**src/sv/sliding_window_kth_smallest_macros.svh**
```systemverilog
// ----------------------------------------------------------------------------
// Assertion macros for the sliding window rank-order filter
// Clocked implication checks with asynchronous active-low reset disable.
// ----------------------------------------------------------------------------
`ifndef SLIDING_WINDOW_KTH_SMALLEST_MACROS_SVH
`define SLIDING_WINDOW_KTH_SMALLEST_MACROS_SVH

// same-cycle implication
`define SWKS_ASSERT_IMP(lbl, clk, rstn, ante, cons, msg) \
    lbl: assert property (@(posedge clk) disable iff (!(rstn)) (ante) |-> (cons)) \
        else $error(msg);

// next-cycle implication
`define SWKS_ASSERT_NXT(lbl, clk, rstn, ante, cons, msg) \
    lbl: assert property (@(posedge clk) disable iff (!(rstn)) (ante) |=> (cons)) \
        else $error(msg);

`endif

```
**src/sv/swks_pkg.sv**
```systemverilog
// ----------------------------------------------------------------------------
// swks_pkg
// Shared types and constants of the sliding window rank-order filter.
// ----------------------------------------------------------------------------
package swks_pkg;

    localparam int CFG_BITS       = 5;
    localparam int CFG_INDEX_BITS = 1;

    localparam logic [CFG_INDEX_BITS-1:0] CFG_WINDOW_LEN = 1'b0;
    localparam logic [CFG_INDEX_BITS-1:0] CFG_RANK       = 1'b1;

    typedef struct packed {
        logic step;
        logic remove_en;
        logic clear;
    } cell_ctrl_t;

endpackage

```
**src/sv/swks_cell.sv**
```systemverilog
// ----------------------------------------------------------------------------
// swks_cell
// One slot of the sorted window (value, age, valid bit). Per beat it drops the
// oldest entry if enabled, inserts the sample in order, shifts with neighbors.
// ----------------------------------------------------------------------------
module swks_cell
    import swks_pkg::*;
#(
    parameter int SAMPLE_BITS = 16,
    parameter int AW          = 4
)
(
    input  logic                   clk,
    input  logic                   rst_n,
    input  cell_ctrl_t             ctrl,
    input  logic [SAMPLE_BITS-1:0] sample,
    input  logic [AW-1:0]          old_age,
    input  logic [SAMPLE_BITS-1:0] prev_value,
    input  logic [AW-1:0]          prev_age,
    input  logic                   prev_valid,
    input  logic                   prev_gt,
    input  logic                   prev_del,
    input  logic [SAMPLE_BITS-1:0] next_value,
    input  logic [AW-1:0]          next_age,
    input  logic                   next_valid,
    input  logic                   next_gt,
    output logic [SAMPLE_BITS-1:0] value,
    output logic [AW-1:0]          age,
    output logic                   valid,
    output logic                   gt,
    output logic                   del
);

    logic [SAMPLE_BITS-1:0] value_reg, value_next;
    logic [AW-1:0]          age_reg, age_next;
    logic                   valid_reg, valid_next;

    logic                   rm;
    logic [SAMPLE_BITS-1:0] u_value, p_value;
    logic [AW-1:0]          u_age, p_age;
    logic                   u_valid, p_valid, u_gt, p_gt;

    always_comb
    begin
        gt  = !valid_reg || (value_reg > sample);
        rm  = ctrl.remove_en && valid_reg && (age_reg == old_age);
        del = prev_del || rm;

        // window after removal, at this slot and at the left slot
        u_value = del ? next_value : value_reg;
        u_age   = del ? next_age   : age_reg;
        u_valid = del ? next_valid : valid_reg;
        u_gt    = del ? next_gt    : gt;

        p_value = prev_del ? value_reg : prev_value;
        p_age   = prev_del ? age_reg   : prev_age;
        p_valid = prev_del ? valid_reg : prev_valid;
        p_gt    = prev_del ? gt        : prev_gt;

        value_next = value_reg;
        age_next   = age_reg;
        valid_next = valid_reg;

        if (ctrl.clear)
        begin
            valid_next = 1'b0;
        end
        else if (ctrl.step)
        begin
            if (p_gt)
            begin
                value_next = p_value;
                age_next   = p_age + 1'b1;
                valid_next = p_valid;
            end
            else if (u_gt)
            begin
                value_next = sample;
                age_next   = '0;
                valid_next = 1'b1;
            end
            else
            begin
                value_next = u_value;
                age_next   = u_age + 1'b1;
                valid_next = u_valid;
            end
        end
    end

    always_ff @(posedge clk or negedge rst_n)
    begin
        if (!rst_n)
        begin
            valid_reg <= 1'b0;
        end
        else
        begin
            valid_reg <= valid_next;
        end
    end

    always_ff @(posedge clk)
    begin
        value_reg <= value_next;
        age_reg   <= age_next;
    end

    assign value = value_reg;
    assign age   = age_reg;
    assign valid = valid_reg;

endmodule

```
**src/sv/swks_select.sv**
```systemverilog
// ----------------------------------------------------------------------------
// swks_select
// Output register: picks the ranked slot of the window and holds the result
// beat until the receiver takes it.
// ----------------------------------------------------------------------------
module swks_select
    import swks_pkg::*;
#(
    parameter int MAX_WINDOW  = 16,
    parameter int SAMPLE_BITS = 16,
    parameter int AW          = 4
)
(
    input  logic                                    clk,
    input  logic                                    rst_n,
    input  logic [MAX_WINDOW-1:0][SAMPLE_BITS-1:0]  values,
    input  logic [AW-1:0]                           sel_idx,
    input  logic                                    load,
    input  logic                                    out_stall,
    output logic                                    out_valid,
    output logic [SAMPLE_BITS-1:0]                  selected_value
);

    logic                   out_valid_reg, out_valid_next;
    logic [SAMPLE_BITS-1:0] data_reg, data_next;

    always_comb
    begin
        out_valid_next = out_valid_reg;
        data_next      = data_reg;
        if (load)
        begin
            out_valid_next = 1'b1;
            data_next      = values[sel_idx];
        end
        else if (!out_stall)
        begin
            out_valid_next = 1'b0;
        end
    end

    always_ff @(posedge clk or negedge rst_n)
    begin
        if (!rst_n)
        begin
            out_valid_reg <= 1'b0;
        end
        else
        begin
            out_valid_reg <= out_valid_next;
        end
    end

    always_ff @(posedge clk)
    begin
        data_reg <= data_next;
    end

    assign out_valid      = out_valid_reg;
    assign selected_value = data_reg;

endmodule

```
**src/sv/sliding_window_kth_smallest.sv**
```systemverilog
// ----------------------------------------------------------------------------
// sliding_window_kth_smallest
// Running rank-order filter: keeps the last window_len samples sorted and
// emits the rank-th smallest of each full window.
// ----------------------------------------------------------------------------
// Input channel in_valid/in_stall/sample: one sample per beat.
// Output channel out_valid/out_stall/selected_value: one result per sample
// once the window holds window_len samples; nothing while it fills.
// Configuration: cfg_we with cfg_index 0 writes window_len (empties the
// window), index 1 writes rank. Write only while the block is idle.
// Result path: the input beat updates the cell row, then the output register
// loads the result through the rank select mux.
// Throughput: 1 sample per cycle while in_stall is low; the cell row inserts
// and removes in the same cycle as the beat is taken.
// Receiver stall: one result is held in the output register and one more is
// pending in the cell row; in_stall rises only while both are occupied.
// Reset: window empty, window_len = 16, rank = 1, no result pending.
// ----------------------------------------------------------------------------
module sliding_window_kth_smallest
    import swks_pkg::*;
#(
    parameter int MAX_WINDOW  = 16,
    parameter int SAMPLE_BITS = 16
)
(
    input  logic                      clk,
    input  logic                      rst_n,
    input  logic                      cfg_we,
    input  logic [CFG_INDEX_BITS-1:0] cfg_index,
    input  logic [CFG_BITS-1:0]       cfg_wdata,
    input  logic                      in_valid,
    output logic                      in_stall,
    input  logic [SAMPLE_BITS-1:0]    sample,
    output logic                      out_valid,
    input  logic                      out_stall,
    output logic [SAMPLE_BITS-1:0]    selected_value
);

`include "sliding_window_kth_smallest_macros.svh"

    localparam int AW = (MAX_WINDOW > 1) ? $clog2(MAX_WINDOW) : 1;
    localparam int CW = $clog2(MAX_WINDOW + 1);

    logic [CFG_BITS-1:0] wl_reg, wl_next;
    logic [CFG_BITS-1:0] rank_reg, rank_next;
    logic [CW-1:0]       fill_reg, fill_next;
    logic                pend_reg, pend_next;

    logic [31:0]   wl_ext, rank_ext, w_eff32, r_eff32;
    logic [CW-1:0] w_eff;
    logic [AW-1:0] old_age, sel_idx;
    logic          accept, full, emit, load, wl_write;
    cell_ctrl_t    ctrl;

    logic [SAMPLE_BITS-1:0]                 cell_value [MAX_WINDOW];
    logic [AW-1:0]                          cell_age   [MAX_WINDOW];
    logic [MAX_WINDOW-1:0]                  cell_valid;
    logic [MAX_WINDOW-1:0]                  cell_gt;
    logic [MAX_WINDOW-1:0]                  cell_del;
    logic [MAX_WINDOW-1:0][SAMPLE_BITS-1:0] values;

    always_comb
    begin
        wl_ext   = {{(32-CFG_BITS){1'b0}}, wl_reg};
        rank_ext = {{(32-CFG_BITS){1'b0}}, rank_reg};
        if (wl_ext == 32'd0)
            w_eff32 = 32'd1;
        else if (wl_ext > 32'(MAX_WINDOW))
            w_eff32 = 32'(MAX_WINDOW);
        else
            w_eff32 = wl_ext;
        if (rank_ext == 32'd0)
            r_eff32 = 32'd1;
        else if (rank_ext > w_eff32)
            r_eff32 = w_eff32;
        else
            r_eff32 = rank_ext;
        w_eff   = w_eff32[CW-1:0];
        old_age = AW'(w_eff32 - 32'd1);
        sel_idx = AW'(r_eff32 - 32'd1);
    end

    assign in_stall = pend_reg && out_valid && out_stall;
    assign accept   = in_valid && !in_stall;
    assign load     = pend_reg && !(out_valid && out_stall);
    assign full     = (fill_reg >= w_eff);
    assign wl_write = cfg_we && (cfg_index == CFG_WINDOW_LEN);

    always_comb
    begin
        wl_next   = wl_reg;
        rank_next = rank_reg;
        if (cfg_we)
        begin
            case (cfg_index)
                CFG_WINDOW_LEN: wl_next   = cfg_wdata;
                CFG_RANK:       rank_next = cfg_wdata;
                default:        ;
            endcase
        end

        ctrl.step      = accept;
        ctrl.remove_en = full;
        ctrl.clear     = wl_write;

        fill_next = fill_reg;
        if (wl_write)
            fill_next = '0;
        else if (accept && !full)
            fill_next = fill_reg + 1'b1;

        emit = (fill_next == w_eff);

        pend_next = pend_reg;
        if (wl_write)
            pend_next = 1'b0;
        else if (accept)
            pend_next = emit;
        else if (load)
            pend_next = 1'b0;
    end

    always_ff @(posedge clk or negedge rst_n)
    begin
        if (!rst_n)
        begin
            wl_reg   <= CFG_BITS'(16);
            rank_reg <= CFG_BITS'(1);
            fill_reg <= '0;
            pend_reg <= 1'b0;
        end
        else
        begin
            wl_reg   <= wl_next;
            rank_reg <= rank_next;
            fill_reg <= fill_next;
            pend_reg <= pend_next;
        end
    end

    for (genvar i = 0; i < MAX_WINDOW; i++)
    begin : g_cell
        logic [SAMPLE_BITS-1:0] pv, nv;
        logic [AW-1:0]          pa, na;
        logic                   pval, pgt, pdel, nval, ngt;

        if (i == 0)
        begin : g_first
            assign pv   = '0;
            assign pa   = '0;
            assign pval = 1'b0;
            assign pgt  = 1'b0;
            assign pdel = 1'b0;
        end
        else
        begin : g_mid
            assign pv   = cell_value[i-1];
            assign pa   = cell_age[i-1];
            assign pval = cell_valid[i-1];
            assign pgt  = cell_gt[i-1];
            assign pdel = cell_del[i-1];
        end

        if (i == MAX_WINDOW - 1)
        begin : g_last
            assign nv   = '0;
            assign na   = '0;
            assign nval = 1'b0;
            assign ngt  = 1'b1;
        end
        else
        begin : g_inner
            assign nv   = cell_value[i+1];
            assign na   = cell_age[i+1];
            assign nval = cell_valid[i+1];
            assign ngt  = cell_gt[i+1];
        end

        swks_cell #(
            .SAMPLE_BITS (SAMPLE_BITS),
            .AW          (AW)
        ) u_cell (
            .clk        (clk),
            .rst_n      (rst_n),
            .ctrl       (ctrl),
            .sample     (sample),
            .old_age    (old_age),
            .prev_value (pv),
            .prev_age   (pa),
            .prev_valid (pval),
            .prev_gt    (pgt),
            .prev_del   (pdel),
            .next_value (nv),
            .next_age   (na),
            .next_valid (nval),
            .next_gt    (ngt),
            .value      (cell_value[i]),
            .age        (cell_age[i]),
            .valid      (cell_valid[i]),
            .gt         (cell_gt[i]),
            .del        (cell_del[i])
        );

        assign values[i] = cell_value[i];
    end

    swks_select #(
        .MAX_WINDOW  (MAX_WINDOW),
        .SAMPLE_BITS (SAMPLE_BITS),
        .AW          (AW)
    ) u_select (
        .clk            (clk),
        .rst_n          (rst_n),
        .values         (values),
        .sel_idx        (sel_idx),
        .load           (load),
        .out_stall      (out_stall),
        .out_valid      (out_valid),
        .selected_value (selected_value)
    );

    `SWKS_ASSERT_IMP(a_fill_bound, clk, rst_n, 1'b1, fill_reg <= w_eff, "fill above window")
    `SWKS_ASSERT_IMP(a_fill_cells, clk, rst_n, 1'b1,
        $countones(cell_valid) == 32'(fill_reg), "valid cells differ from fill count")
    `SWKS_ASSERT_NXT(a_emit_pend, clk, rst_n, accept && emit && !wl_write, pend_reg,
        "result of full window not pending")
    `SWKS_ASSERT_IMP(a_stall_cause, clk, rst_n, in_stall, pend_reg && out_valid,
        "input stalled without a held result")

endmodule
```
**config.mk**
```make
export PLATFORM = sky130hd
export DESIGN_NAME = sliding_window_kth_smallest
export DESIGN_NICKNAME = d
export VERILOG_FILES = /design/src/sv/swks_pkg.sv /design/src/sv/swks_cell.sv /design/src/sv/swks_select.sv /design/src/sv/sliding_window_kth_smallest.sv
export VERILOG_INCLUDE_DIRS = /design/src /design/src/sv
export SDC_FILE = /design/constraint.sdc
export NUM_CORES = 2
export LEC_CHECK = 0
export ABC_AREA = 1
export BUFFER_PORTS_ARGS = -buffer_cell sky130_fd_sc_hd__buf_2
export CAP_MARGIN = 15
export CORE_ASPECT_RATIO = 0.75
export CORE_MARGIN = 4
export CORE_UTILIZATION = 55
export CTS_CLUSTER_SIZE = 14
export DETAILED_ROUTE_END_ITERATION = 12
export MAX_ROUTING_LAYER = met4
export PLACE_DENSITY = 0.71
export REMOVE_ABC_BUFFERS = 1
export SETUP_SLACK_MARGIN = 0.2
export SLEW_MARGIN = 25
export SYNTH_ARGS = -nofsm -noshare
export SYNTH_HDL_FRONTEND = slang
export SYNTH_SLANG_ARGS = --single-unit
```
**constraint.sdc**
```tcl
create_clock -name clk -period 12.25 [get_ports clk]
set_clock_uncertainty 0.15 [all_clocks]
set_input_delay 0.6125 -clock clk [delete_from_list [all_inputs] [get_ports clk]]
set_output_delay 0.6125 -clock clk [all_outputs]
set_load 0.02 [all_outputs]
```
* After elaboration in Yosys (flattened, before gate mapping) *
Cells that the tools add are included.

word-level totals
  output and inout port bits = 18
  bits of input ports = 27
  register bits after elaboration = 369
  logic and storage cells = 414

cells by class
  reductions and logical operators = 100
  magnitude comparators = 20
  multiplexer cells = 201
  add/sub/neg operators = 19
  equality and inequality tests = 18
  bitwise operators = 2

operators with widths
  kind                 number
  $mux 16              48
  $gt 16x16->1         16
  $mux 4               48
  $mux 1               100
  $add 4x1->4 const B  16
  $bmux 16 s4          1
  $eq 4x4->1           16
  $logic_and 1x1->1    39
  $logic_or 1x1->1     31
  $mux 5               4
  $logic_not 1->1      19
  $logic_not 5->1      2
  $reduce_and 2->1     4
  $sub 4x1->4 const B  2
  $reduce_bool 3->1    2
  $add 5x1->5 const B  1
  $eq 5x5->1           1
  $ge 5x5->1           1
  $gt 5x5->1           1
  $gt 5x5->1 const B   1
  $lt 4x5->1 const B   1
  $reduce_bool 4->1    1
  $reduce_and 3->1     1
  $ne 2x1->1 const B   1
  other kinds (2)      3

* Depth between registers and ports, before layout *
  word-level depth = 26
  gate-level depth with buffers = 29
  gate-level depth less buffers = 27

* Hierarchy *
Synthesis repeated with hierarchy kept, for this count alone.

unflattened totals
  cell total of the unflattened synthesis = 4,837
  area, all modules = 36,249.8 µm²

by module, submodules not included
  module                       sequential area each (µm²)  area an instance (µm²)  cells an instance  instances
  swks_cell                    625.6                       1,945.6                 241                16
  swks_select                  505.5                       3,783.6                 793                1
  sliding_window_kth_smallest  402.9                       1,336.3                 188                1

* Worst setup path after synthesis *
No wires, ideal clock.

  kind = input to register
  start = input port out_stall
  end = register g_cell[0].u_cell.age_reg[0] (enable)
  buffers on the path = 1
  setup slack = 1.790 ns
  arrival time = 9.523 ns
  stages = 6
  path through = nand2_1 nor2_1 inv_1 nand2_1 nor2_1 clkbuf_1

between the ends
  word-level cells in the longest chain between the ends = 4

ends and longest elaborated chain
  item                               line                               RTL
  from (decl)                        sliding_window_kth_smallest.sv:35  input logic out_stall,
  $logic_and 1x1->1                  sliding_window_kth_smallest.sv:83  assign in_stall = pend_reg && out_valid && out_stall;
  net in_stall                       sliding_window_kth_smallest.sv:32  output logic in_stall,
  $logic_not 1->1                    sliding_window_kth_smallest.sv:84  assign accept = in_valid && !in_stall;
  $logic_and 1x1->1                  sliding_window_kth_smallest.sv:84
  $reduce_and 2->1 (no source line)  --
  to (signal assigned)               swks_cell.sv:106                   age_reg <= age_next;
  to (decl)                          swks_cell.sv:35                    logic [AW-1:0] age_reg, age_next;

The timed path passes the listed nets, and every way through them passes these cells.
A chain may end at the register's enable or synchronous reset.

* Worst setup path after layout *
  start = register wl_reg[4]
  end = register g_cell[13].u_cell.value_reg[0], data pin

between the ends
  word-level cells in the longest chain between the ends = 22
  elaborated cells on any way between the ends = 67
  classes of those cells = add/sub (1); order compare (2); eq/ne (14); mux (8); reduce/logical (42)

ends and longest elaborated chain
  item                                             line                                                                  RTL
  from (decl)                                      sliding_window_kth_smallest.sv:44                                     logic [CFG_BITS-1:0] wl_reg, wl_next;
  from (signal assigned)                           sliding_window_kth_smallest.sv:134                                    wl_reg <= wl_next;
  $gt 5x5->1                                       sliding_window_kth_smallest.sv:68                                     else if (wl_ext > 32'(MAX_WINDOW))
  $mux 5                                           sliding_window_kth_smallest.sv:68
  $mux 5 (*)                                       sliding_window_kth_smallest.sv:66                                     if (wl_ext == 32'd0)
  $sub 4x1->4 or $ge 5x5->1 (tied branches)        sliding_window_kth_smallest.sv:79, sliding_window_kth_smallest.sv:86
  $eq 4x4->1 or $logic_and 1x1->1 (tied branches)  swks_cell.sv:46                                                       rm = ctrl.remove_en && valid_reg && (age_reg == old_age);
  $logic_and 1x1->1                                swks_cell.sv:46
  $logic_or 1x1->1 (13 in a row)                   swks_cell.sv:47                                                       del = prev_del || rm;
  $mux 16 or $mux 1 (tied branches)                --
  $mux 16                                          swks_cell.sv:76                                                       else if (u_gt)
  $mux 16 (*)                                      swks_cell.sv:70                                                       if (p_gt)
  to (signal assigned)                             swks_cell.sv:105                                                      value_reg <= value_next;
  to (decl)                                        swks_cell.sv:34                                                       logic [SAMPLE_BITS-1:0] value_reg, value_next;

Every way passes the cells marked *; elsewhere a longest branch is shown, timed or not.

==> results.ini <==
[outcome]
outcome=complete, no violations

[pwr]
p_switching_mw=2.98
p_clk_frac=0.200
p_per_area_mw_per_mm2=203
p_leak_nw=12.9
ir_drop_mv=0.151
power_frac_seq=0.312
internal-power_mw=3.58
total_power_mw=6.56
comb_power_share=0.488
switching_share=0.455

[route]
drt-vias-per-instance=6.18
via_count=28200
final_antenna_net_count=0
drt_iter0_drc=3053
firstDrtPassIters=6
wl_um=88100
drc=0
routedWlPerCell_um=19.3

[clock_tree]
cts_setup_buffers=0
hold_buffers=0
cts_tree=done
clock_latency_ns=0.59
clockBufferDepth=3
htree_levels=2
cts_sinks=369
cts-resized-gates=0
cts-root-buf=clkbuf_16
cts.clk_slew.worst_paths_ns=0.06
cts_buffers=43

[die]
die_w_um=279
start_util=0.556
core_area_mm2=0.0544
dieArea_mm2=0.0589
num_rows=74
boundaryPins=45
die_h_um=211

[worst_setup_path]
r2r_slack_ns=2.58
slowest_stage=nor2_4
end_kind=register
critical_path_buf_inv_count=5
path_delay_family=simple AND/OR/NAND/NOR gates
worstPathArrival_ns=9.82
reg2reg_to=g_cell[13].u_cell.value[0]
crit_fanout=69
path_class=register to register
r2r_cells=25
cp_data_required_time_ns=12.40
r2r_start=wl_reg[4]
cp.depth=25
cp_slowest_stage_delay_ns=1.07
start_kind=register

[yosys]
yosysMostFrequentCell=nand2_1
yosysUniqueCellTypes=51
synth_edf_count=336
yosysSeqAreaShare=0.361
synth_top_area_frac=0.333
synth_flop_cell=edfxtp_1
ys_top_cells_by_count=886 x nand2_1, 643 x o21ai_0, 336 x edfxtp_1
synth_seq_cells=369
syn_inst=3919
synth_area_mm2=0.0303
yosys_warnings=0
synth.area.top_cells=edfxtp_1 33%, ha_1 12%, nand2_1 11%
yosysTopAreaCell=edfxtp_1
async_flop_share=0.0894
postSynthAreaPerCell_um2=7.73

[global_routing]
antenna_found_initial=0
grt_pass1_wl_um=141000
grt_usage=0.302
grt-ovfl-total=0
grt_max_degree=140
first_global_vias=25800

[layout]
nets=4122
fin_cells=4564
num_antenna_cells=0
nFillCells=5015
largest_reg_flops=256
syn_to_final_growth_pct=6.60
drive_gt1_frac=0.0549

[placement]
routabilityCongestion=0.914
place_inst=4487
port_buffers=44
place_hpwl_um=63100

[sta]
finalCritPeriodShare=0.790
hold_violations=0
timing.setup.tns_ns=0
max_freq_mhz=103
rsz0062_at_grt=false
setup_viol=0
max_slew.worst_pin.slew_ns=1.02
post-route-min-period_ns=9.67
slew_headroom=0.321
drv_slew=0

[run]
drv_cap=0

[worst_hold_path]
min_path_type=primary input to async pin

-- metrics by stage --
stage                     worst slack [ns]  hold WS, ns  instance area [µm²]   util
after global routing                  1.63       0.0712                32300  0.593
after global placement                3.02        0.313                30900  0.568
after detailed placement              2.73        0.324                30900  0.568
after floorplan                      -4.42        0.167                29300      -
after CTS                             2.71       0.0228                32300  0.593
final                                 2.58       0.0171                32300  0.593
-- kinds of logic (layout without fill, tap and decap cells) --
logic type | count (synthesis) | after routing | synth area share
compound gates | 1313 | 1313 | 0.244
flops | 369 | 369 | 0.361
fa+ha+maj | 285 | 285 | 0.118
xor+xnor | 70 | 70 | 0.0202
mux | 5 | 5 | 0.00186
buf+inv | 588 | 511 | 0.0754
simple gates | 1289 | 1289 | 0.180
-- power by group through the flow --
| stage | Clock [mW] | Sequential (mW) | Combinational, mW |
|---|---|---|---|
| floorplan | 0 | 2.03 | 2.15 |
| global placement | 0 | 2.06 | 3.05 |
| detailed placement | 0 | 2.06 | 3.11 |
| CTS | 1.32 | 2.04 | 3.13 |
| global route | 1.37 | 2.08 | 3.58 |
| finish | 1.31 | 2.05 | 3.20 |
-- worst max path at each step --
stage                          from                         end  slack [ns]
after CTS                 wl_reg[4]  g_cell[13].u_cell.value[0]        2.71
after detailed placement  wl_reg[4]  g_cell[13].u_cell.value[0]        2.73
after floorplan           out_stall                    pend_reg       -4.42
final                     wl_reg[4]  g_cell[13].u_cell.value[0]        2.58
after global placement    wl_reg[4]  g_cell[13].u_cell.value[0]        3.02
after global routing      wl_reg[4]  g_cell[13].u_cell.value[0]        1.63
-- cell usage in the layout (no fill, tap or decap), types with 4 or more instances in the layout --
| cell type | netlist | final |
|---|---|---|
| a211oi_1 | 6 | 6 |
| a21oi_1 | 280 | 279 |
| a221o_1 | 4 | 4 |
| a221oi_1 | 9 | 9 |
| a22oi_1 | 9 | 9 |
| buf_2 | 36 | 44 |
| buf_4 | 4 | 48 |
| clkbuf_1 | 193 | 10 |
| clkbuf_16 | 0 | 45 |
| clkinv_1 | 4 | 10 |
| clkinv_2 | 0 | 9 |
| dfrtp_1 | 31 | 31 |
| edfxtp_1 | 336 | 336 |
| ha_1 | 285 | 284 |
| inv_1 | 331 | 330 |
| inv_2 | 6 | 8 |
| mux2_2 | 5 | 5 |
| nand2_1 | 886 | 881 |
| nand2_2 | 5 | 10 |
| nand3_1 | 199 | 198 |
| nand4_1 | 42 | 42 |
| nor2_1 | 99 | 98 |
| nor2_4 | 5 | 6 |
| nor3_1 | 26 | 26 |
| nor3b_1 | 5 | 5 |
| nor4_1 | 4 | 4 |
| o2111ai_1 | 8 | 8 |
| o211ai_1 | 210 | 210 |
| o21a_1 | 6 | 6 |
| o21ai_0 | 643 | 643 |
| o21ai_1 | 51 | 45 |
| o21ai_4 | 0 | 7 |
| o21bai_1 | 9 | 9 |
| o221ai_1 | 15 | 15 |
| o22ai_1 | 57 | 57 |
| xnor2_1 | 29 | 27 |
| xor2_1 | 41 | 41 |
-- layer usage --
metal  GRT usage  wire length, µm  vias to the layer above
met5           -                0                        -
met4      0.0722             2000                        0
met3      0.0400             7090                      117
met2       0.439            37300                     1097
met1       0.450            41700                    13200
li1            -                -                    13700
-- layout make-up --
cell class,instances,area (µm²),share of cell area
clock buffer,58,1200,0.0373
sequential,369,10900,0.338
multi-input combinational,2962,17200,0.533
clock inverter,19,161,0.00500
tap,722,903,0.0280
inverter,341,1280,0.0397
timing repair buffer,93,601,0.0186
-- worst register-to-register path, stage by stage (launching register included) --
cell and delay [ns]:
dfstp_2 0.38, inv_2 0.21, nand3_1 0.23, nand2_4 0.32, inv_2 0.08, ha_1 0.92
xnor2_1 0.20, nor2_1 0.07, nand3_1 0.08, nor2_1 0.08, nand2_4 0.41, nand3_4 0.47
nor3_4 0.25, buf_4 0.41, nand4_2 0.85, nor2_4 1.07, nand4_4 0.70, nor2_4 0.71
nand2_2 0.58, clkinv_1 0.17, nand2_1 0.08, nand2_2 0.06, buf_4 0.54, nand2_1 0.14
o211ai_1 0.11, o21ai_0 0.12
Power figures use the tool's default switching activity.
